### config.mk
export PLATFORM = sky130hd
export DESIGN_NAME = stpt_cell
export DESIGN_NICKNAME = d
export VERILOG_FILES = /design/src/design/section_time_profiler_table_defines.svh /design/src/design/stpt_pkg.sv /design/src/design/stpt_cell.sv
export SDC_FILE = /design/constraint.sdc
export NUM_CORES = 1
export LEC_CHECK = 0
export BUFFER_PORTS_ARGS = -buffer_cell sky130_fd_sc_hd__buf_4
export CAP_MARGIN = 20
export CORE_ASPECT_RATIO = 0.7
export CORE_MARGIN = 2
export CORE_UTILIZATION = 25
export CTS_CLUSTER_SIZE = 25
export DETAILED_ROUTE_END_ITERATION = 8
export GPL_TIMING_DRIVEN = 1
export PLACE_DENSITY = 0.41
export SYNTH_ARGS = -nofsm -noshare
export SYNTH_HDL_FRONTEND = slang
export SYNTH_SLANG_ARGS = --single-unit
### constraint.sdc
create_clock -name clk -period 7.1 [get_ports clk]
set_input_delay 0.355 -clock clk [delete_from_list [all_inputs] [get_ports clk]]
set_output_delay 0.355 -clock clk [all_outputs]
set_load 0.1 [all_outputs]
### src/design/section_time_profiler_table_defines.svh
// ----------------------------------------------------------------------------
// Section time profiler table: assertion macros
// Shared concurrent assertion wrappers, clocked on clk and gated by arst_n.
// ----------------------------------------------------------------------------
`ifndef SECTION_TIME_PROFILER_TABLE_DEFINES_SVH
`define SECTION_TIME_PROFILER_TABLE_DEFINES_SVH

// plain property that must hold at every edge out of reset
`define STPT_ASSERT(lbl, prop, msg) \
	lbl: assert property (@(posedge clk) disable iff (!arst_n) (prop)) \
		else $error(msg);

// same-cycle implication
`define STPT_ASSERT_IMP(lbl, ante, cons, msg) \
	lbl: assert property (@(posedge clk) disable iff (!arst_n) (ante) |-> (cons)) \
		else $error(msg);

`endif

### src/design/stpt_pkg.sv
// ----------------------------------------------------------------------------
// stpt_pkg
// Types, sizes and codes shared by the section time profiler table.
// ----------------------------------------------------------------------------
package stpt_pkg;

	localparam int TABLE_DEPTH = 64;
	localparam int KEY_BITS    = 32;
	localparam int IDX_W       = $clog2(TABLE_DEPTH);
	localparam int CNT_W       = $clog2(TABLE_DEPTH + 1);

	typedef enum logic [1:0] {
		MODE_ENTER = 2'd0,
		MODE_LEAVE = 2'd1,
		MODE_CLEAR = 2'd2,
		MODE_READ  = 2'd3
	} mode_e;

	typedef enum logic [1:0] {
		ST_IDLE,
		ST_SWEEP,
		ST_PUSH
	} state_e;

	typedef struct packed {
		logic [1:0]  mode;
		logic [31:0] section_key;
		logic [31:0] coarse_now;
		logic [63:0] cycle_now;
		logic [5:0]  read_index;
	} item_t;

	typedef struct packed {
		logic [5:0]  entry_index;
		logic        section_active;
		logic        table_full_error;
		logic        newly_inserted;
		logic [6:0]  entries_used;
		logic        entry_valid;
		logic [31:0] entry_key;
		logic [31:0] entry_count;
		logic [31:0] entry_coarse_total;
		logic [63:0] entry_cycle_total;
	} result_t;

	// operation context held by the controller for the whole sweep
	typedef struct packed {
		mode_e               mode;
		logic [KEY_BITS-1:0] key;
		logic [5:0]          read_index;
		logic [31:0]         coarse_delta;
		logic [63:0]         cycle_delta;
		logic                active;
		logic [IDX_W-1:0]    active_idx;
		logic [CNT_W-1:0]    used;
	} bcast_t;

	// request beat walking the cell row
	typedef struct packed {
		logic                vld;
		logic                found;
		logic                inserted;
		logic [IDX_W-1:0]    idx;
		logic                rd_vld;
		logic [KEY_BITS-1:0] rd_key;
		logic [31:0]         rd_count;
		logic [31:0]         rd_coarse;
		logic [63:0]         rd_cycle;
	} tok_t;

endpackage

### src/design/stpt_cell.sv
// ----------------------------------------------------------------------------
// stpt_cell
// One table entry: key, visit count and totals, plus one stage of the
// request beat that walks the row.
// ----------------------------------------------------------------------------
module stpt_cell (
	input  logic                            clk,
	input  logic                            arst_n,
	input  logic [stpt_pkg::IDX_W-1:0]      idx,
	input  stpt_pkg::bcast_t                bc,
	input  stpt_pkg::tok_t                  tok_in,
	output stpt_pkg::tok_t                  tok_out
);

	logic [stpt_pkg::KEY_BITS-1:0] key_q;
	logic [31:0]                   count_q;
	logic [31:0]                   coarse_q;
	logic [63:0]                   cycle_q;
	stpt_pkg::tok_t                tok_q;
	stpt_pkg::tok_t                tok_d;

	logic here_used;
	logic is_enter;
	logic do_match;
	logic do_insert;
	logic do_close;
	logic do_read;

	always_comb begin
		here_used = stpt_pkg::CNT_W'(idx) < bc.used;
		is_enter  = bc.mode == stpt_pkg::MODE_ENTER;
		do_match  = tok_in.vld && is_enter && !tok_in.found && here_used && key_q == bc.key;
		// first free slot; earlier cells have all been checked by now
		do_insert = tok_in.vld && is_enter && !tok_in.found
			&& stpt_pkg::CNT_W'(idx) == bc.used;
		do_close  = tok_in.vld && bc.active && bc.active_idx == idx
			&& (bc.mode == stpt_pkg::MODE_ENTER || bc.mode == stpt_pkg::MODE_LEAVE);
		do_read   = tok_in.vld && bc.mode == stpt_pkg::MODE_READ && here_used
			&& int'(idx) == int'(bc.read_index);
	end

	always_comb begin
		tok_d = tok_in;
		if (do_match || do_insert) begin
			tok_d.found = 1'b1;
			tok_d.idx   = idx;
		end
		if (do_insert) begin
			tok_d.inserted = 1'b1;
		end
		if (do_read) begin
			tok_d.rd_vld    = 1'b1;
			tok_d.rd_key    = key_q;
			tok_d.rd_count  = count_q;
			tok_d.rd_coarse = coarse_q;
			tok_d.rd_cycle  = cycle_q;
		end
	end

	always_ff @(posedge clk) begin
		if (do_insert) begin
			key_q    <= bc.key;
			count_q  <= '0;
			coarse_q <= '0;
			cycle_q  <= '0;
		end else if (do_close) begin
			count_q  <= count_q + 32'd1;
			coarse_q <= coarse_q + bc.coarse_delta;
			cycle_q  <= cycle_q + bc.cycle_delta;
		end
	end

	always_ff @(posedge clk or negedge arst_n) begin
		if (!arst_n) begin
			tok_q <= '0;
		end else begin
			tok_q <= tok_d;
		end
	end

	assign tok_out = tok_q;

endmodule

; After elaboration in Yosys (flattened, before gate mapping)
; Index checks and enable logic that the tools add are counted.
[totals]
register_bits = 330
in_bits = 328
out_inout_bits = 170
[classes]
addsub = 3
order_cmp = 1
eq_ne = 6
muxes = 4
reduce_logical = 15
[ops]
columns = cell, n
row1 = $mux W161, 1
row2 = $add A64 B64 Y64, 1
row3 = $add A32 B1 Y32 const B, 1
row4 = $add A32 B32 Y32, 1
row5 = $eq A32 B32 Y1, 1
row6 = $eq A6 B6 Y1, 2
row7 = $logic_and A1 B1 Y1, 11
row8 = $eq A6 B7 Y1, 1
row9 = $lt A6 B7 Y1, 1
row10 = $mux W6, 1
row11 = $eq A2 B1 Y1 const B, 1
row12 = $eq A2 B2 Y1 const B, 1
row13 = $logic_not A2 Y1, 1
row14 = $logic_or A1 B1 Y1, 2
row15 = $mux W1, 2
row16 = $logic_not A1 Y1, 1

; Logic depth before layout (Yosys ltp)
[logic_depth]
ltp_word = 7
mapped_depth = 13

; Worst setup path before layout
; OpenSTA, ideal clock, no wires.
[synth_timing]
path_type = input port to flip-flop
start = input bc[149] (netlist bit)
end = register key_q[0] (netlist bit), enable pin
t_arrival_ns = 2.738
slack_ns = 3.953
stages = 6
n_path_buf = 2
path_cell_list = nand2b_1 > or3_1 > or3_1 > inv_1 > clkbuf_1 > buf_1
[synth_via]
elab_chain_len = 4
[synth_rtl]
columns = element, line_no
row1 = from (decl), stpt_cell.sv:10  ; input stpt_pkg::bcast_t bc,
row2 = $logic_not A2 Y1, stpt_cell.sv:31  ; is_enter = bc.mode == stpt_pkg::MODE_ENTER;
row3 = $logic_and A1 B1 Y1 (2 in series), stpt_cell.sv:34  ; do_insert = tok_in.vld && is_enter && !tok_in.found
row4 = $logic_and A1 B1 Y1, stpt_cell.sv:35  ; && stpt_pkg::CNT_W'(idx) == bc.used;
row5 = named net do_insert, stpt_cell.sv:25  ; logic do_insert;
row6 = to (signal assigned), stpt_cell.sv:62  ; key_q <= bc.key;
row7 = to (decl), stpt_cell.sv:15  ; logic [stpt_pkg::KEY_BITS-1:0] key_q;
; The timed path passes the listed nets, and every way through them passes these cells.
; A chain may end at the register's enable or synchronous reset.

; Final worst setup path
[layout_timing]
start = register cycle_q[0]
end = register cycle_q[60]
[layout_via]
elab_chain_len = 1
[layout_rtl]
columns = element, line_no
row1 = from (decl), stpt_cell.sv:18  ; logic [63:0] cycle_q;
row2 = from (signal assigned), stpt_cell.sv:69  ; cycle_q <= cycle_q + bc.cycle_delta;
row3 = $add A64 B64 Y64, stpt_cell.sv:69
; Every way passes these cells.

==> metrics.md <==
| Metric | Value |
|---|---|
| Status | `finished clean` |
| Fin crit share | `0.492` |
| WHS Path Cells | `2` |
| Total grt overflow | `0` |
| Largest net degree at the start of global routing | `162` |
| Syn nets | `roughly 2200` |
| PwrDens | `~220 nW/um^2` |
| DR vias | `roughly 16000` |
| Root Buffer | `clkbuf_16` |
| Initial antenna violation count | `7` |
| Final setup viols | `0` |
| Bufs on Longest Clock Path | `3` |
| Rows | `~80` |
| Max_cap viols | `0` |
| Mean Syn Cell Area | `roughly 10 sq um` |
| Area Growth Syn to Fin | `45.5%` |
| H-tree depth | `2` |
| Synth cell types | `76` |
| Die height | `~230 microns` |
| Clock latency on the worst-skew pair | `a little under 600 ps` |
| DRC viols | `0` |
| Synth top area share | `0.241` |
| PortBufs | `slightly below 500` |
| Worst rel slew slack | `0.285` |
| Power Total | `about 5.6 mW` |
| Post-synthesis sequential area ratio | `0.440` |
| RSZ-0062 raised after global routing | `no` |
| Cell with the most instances after synthesis | `nand2_1` |
| Synth warn | `0` |
| Fin crit period | `about 3500 ps` |
| Die width | `roughly 320 microns` |
| Hold Slack | `about 47 ps` |
| WL/cell | `~20 microns` |
| Worst Reg2Reg Path Length in Cells | `13` |
| Layout Nets | `approximately 2900` |
| Final Skew | `23.3 ps` |
| Setup TNS | `0 ps` |
| Post_cts resized | `0` |
| Initial Util | `0.253` |
| Num CTS Buffers | `40` |
| Routed Antenna Nets | `0` |
| CP Capture Type | `flop` |
| Reg-to-reg critical path startpoint | `cycle_q[0]$_SDFFE_PP0P_` |
| Tightest Pin Transition | `~1100 ps` |
| Fraction of final layout cells sized beyond drive strength 1 | `0.278` |
| Critical path class | `flop to flop` |
| Hold wc startpoint | `tok_in[164]` |
| Post-synth EDFFs | `32` |
| Pre-Repair DR Iteration Count | `5` |
| First DRT Iteration DRCs | `792` |
| Min-delay worst type | `primary input to flop` |
| Worst Setup SP | `cycle_q[0]$_SDFFE_PP0P_` |
| Static Leakage | `approximately 12 nW` |
| CTS sink count | `330` |
| Setup Fix Bufs, Post-CTS | `0` |
| Main synth FF type | `dfrtp_1` |
| Crit-path max FO | `5` |
| Final hold violation count | `0` |
| GPL Wtd Cong | `between 0.8 and 0.9` |
| Fillers | `just over 7000` |
| Gr usage total | `0.178` |
| Max rail drop VDD | `about 0.13 mV` |
| F_max | `between 200 and 300 MHz` |
| Placed Area | `22300 sq um` |
| Yosys top cell by area | `dfrtp_1` |
| DR vias/cell | `approximately 4.6` |
| Synth cell count leaders | `nand2_1, dfrtp_1, a21oi_1` |
| CP Launch Type | `flop` |
| Required time worst endpoint | `around 7500 ps` |
| Clk pin slew, worst setup/hold paths | `60 ps` |
| CTS tree | `done` |
| Post-DP HPWL | `a little over 50000 microns` |
| #FFs+latches synth | `330` |
| Synth area leaders | `dfrtp_1, dfxtp_1, ha_1, mux2_1, edfxtp_1` |
| Final Max Slew Viols | `0` |
| Async set or reset register ratio after synthesis | `0.515` |
| Syn Std Cell Area | `approximately 18000 sq um` |
| WP data arrival | `between 3000 and 4000 ps` |
| First-pass GRT wire length | `99200 microns` |
| Mapped Cells | `approximately 1800` |
| Final instance area | `around 26000 sq um` |
| Core region area | `approximately 70000 sq um` |
| Vias in the first global route | `16000` |
| Fin util | `0.368` |
| Die area | `72900 sq um` |
| I/O Pins | `around 500` |
| Final wirelength | `roughly 67000 microns` |
kinds of logic (layout without fill, tap and decap cells):
family                     count (synthesis)  after routing  synth area share
AOI/OAI and AO/OA                        415            415             0.150
xor gates and xnor gates                 151            151            0.0748
adders and majority gates                103            103            0.0738
buffers and inverters                    109            811            0.0260
DFF                                      330            330             0.440
muxes                                    169            169             0.107
other                                      0              4                 0
and+or+nand+nor                          481            481             0.128
state kept, by name (all words and copies together) (netlist names):
name      cells
count_q      32
tok_out     170
key_q        32
coarse_q     32
cycle_q      64
where the power goes:
group / internal (mW) / total, mW / switching, mW
Clock: 1.29 / 2.16 / 0.871
Sequential: 2.00 / 2.07 / 0.0714
Combinational: 0.527 / 1.38 / 0.857
Total: 3.81 / 5.61 / 1.80
layout by cell type (no fill, tap or decap), drive strengths merged, types with 71 or more instances in the layout:
cell         count
a21oi          160
buf            507
dfrtp          170
dfxtp          128
dlygate4sd3    199
ha             101
mux2           166
nand2          208
nor2            89
o21ai           71
xor2            84
final timing paths:
kind	to	slack (ps)
setup / recovery	cycle_q[60]$_SDFFE_PP0P_	3610
setup reg to reg	cycle_q[60]$_SDFFE_PP0P_	3610
hold / removal	tok_out[164]$_DFF_PN0_	50
hold reg to reg	coarse_q[19]$_SDFFE_PP0P_	470
max in group asynchronous	tok_out[160]$_DFF_PN0_	5600
min in group asynchronous	tok_out[67]$_DFF_PN0_	350
through the flow:
step | setup WS (ps) | instances
2_1_floorplan | 3950 | 1758
3_3_place_gp | 3510 | 3099
3_5_place_dp | 3500 | 3099
4_1_cts | 3630 | 3372
5_1_grt | 3410 | 3376
6_report | 3610 | 3377
final cells by class:
| type | instances | area, sq um | area share |
|---|---|---|---|
| multi-input cells | 1319 | 9460 | 0.368 |
| flip-flops and latches | 330 | 7780 | 0.302 |
| repair buffers | 707 | 5840 | 0.227 |
| clock buffers | 55 | 1160 | 0.0451 |
| well taps | 913 | 1140 | 0.0444 |
| clock inverters | 19 | 205 | 0.00798 |
| inverters | 30 | 118 | 0.00457 |
| diodes | 4 | 10.0 | 0.000389 |
worst max-delay path: stages, from the launching register on:
cell and delay, ps:
dfxtp_1 350, ha_1 220, fa_1 410, a21oi_1 230, o22ai_1 200, nand3_1 160
a2111oi_0 120, buf_4 170, o311a_1 300, a211o_1 410, a211o_1 350, o31ai_2 210
xor2_1 170, o21ai_1 70
layer usage:
layer | global-route usage | share of wire | up-vias
met3 | 0.0308 | 0.047 | 83
met5 | 0 | 0.00057 | -
met1 | 0.247 | 0.47 | 7578
met2 | 0.286 | 0.46 | 318
li1 | - | - | 7636
met4 | 0.0482 | 0.020 | 6
what timing repair did:
item,CTS,global route
endpoints found under the setup margin,0,0
hold buffers,199,0
hold endpoints to repair,262,0
No activity file was read; power rests on OpenSTA's default activity.
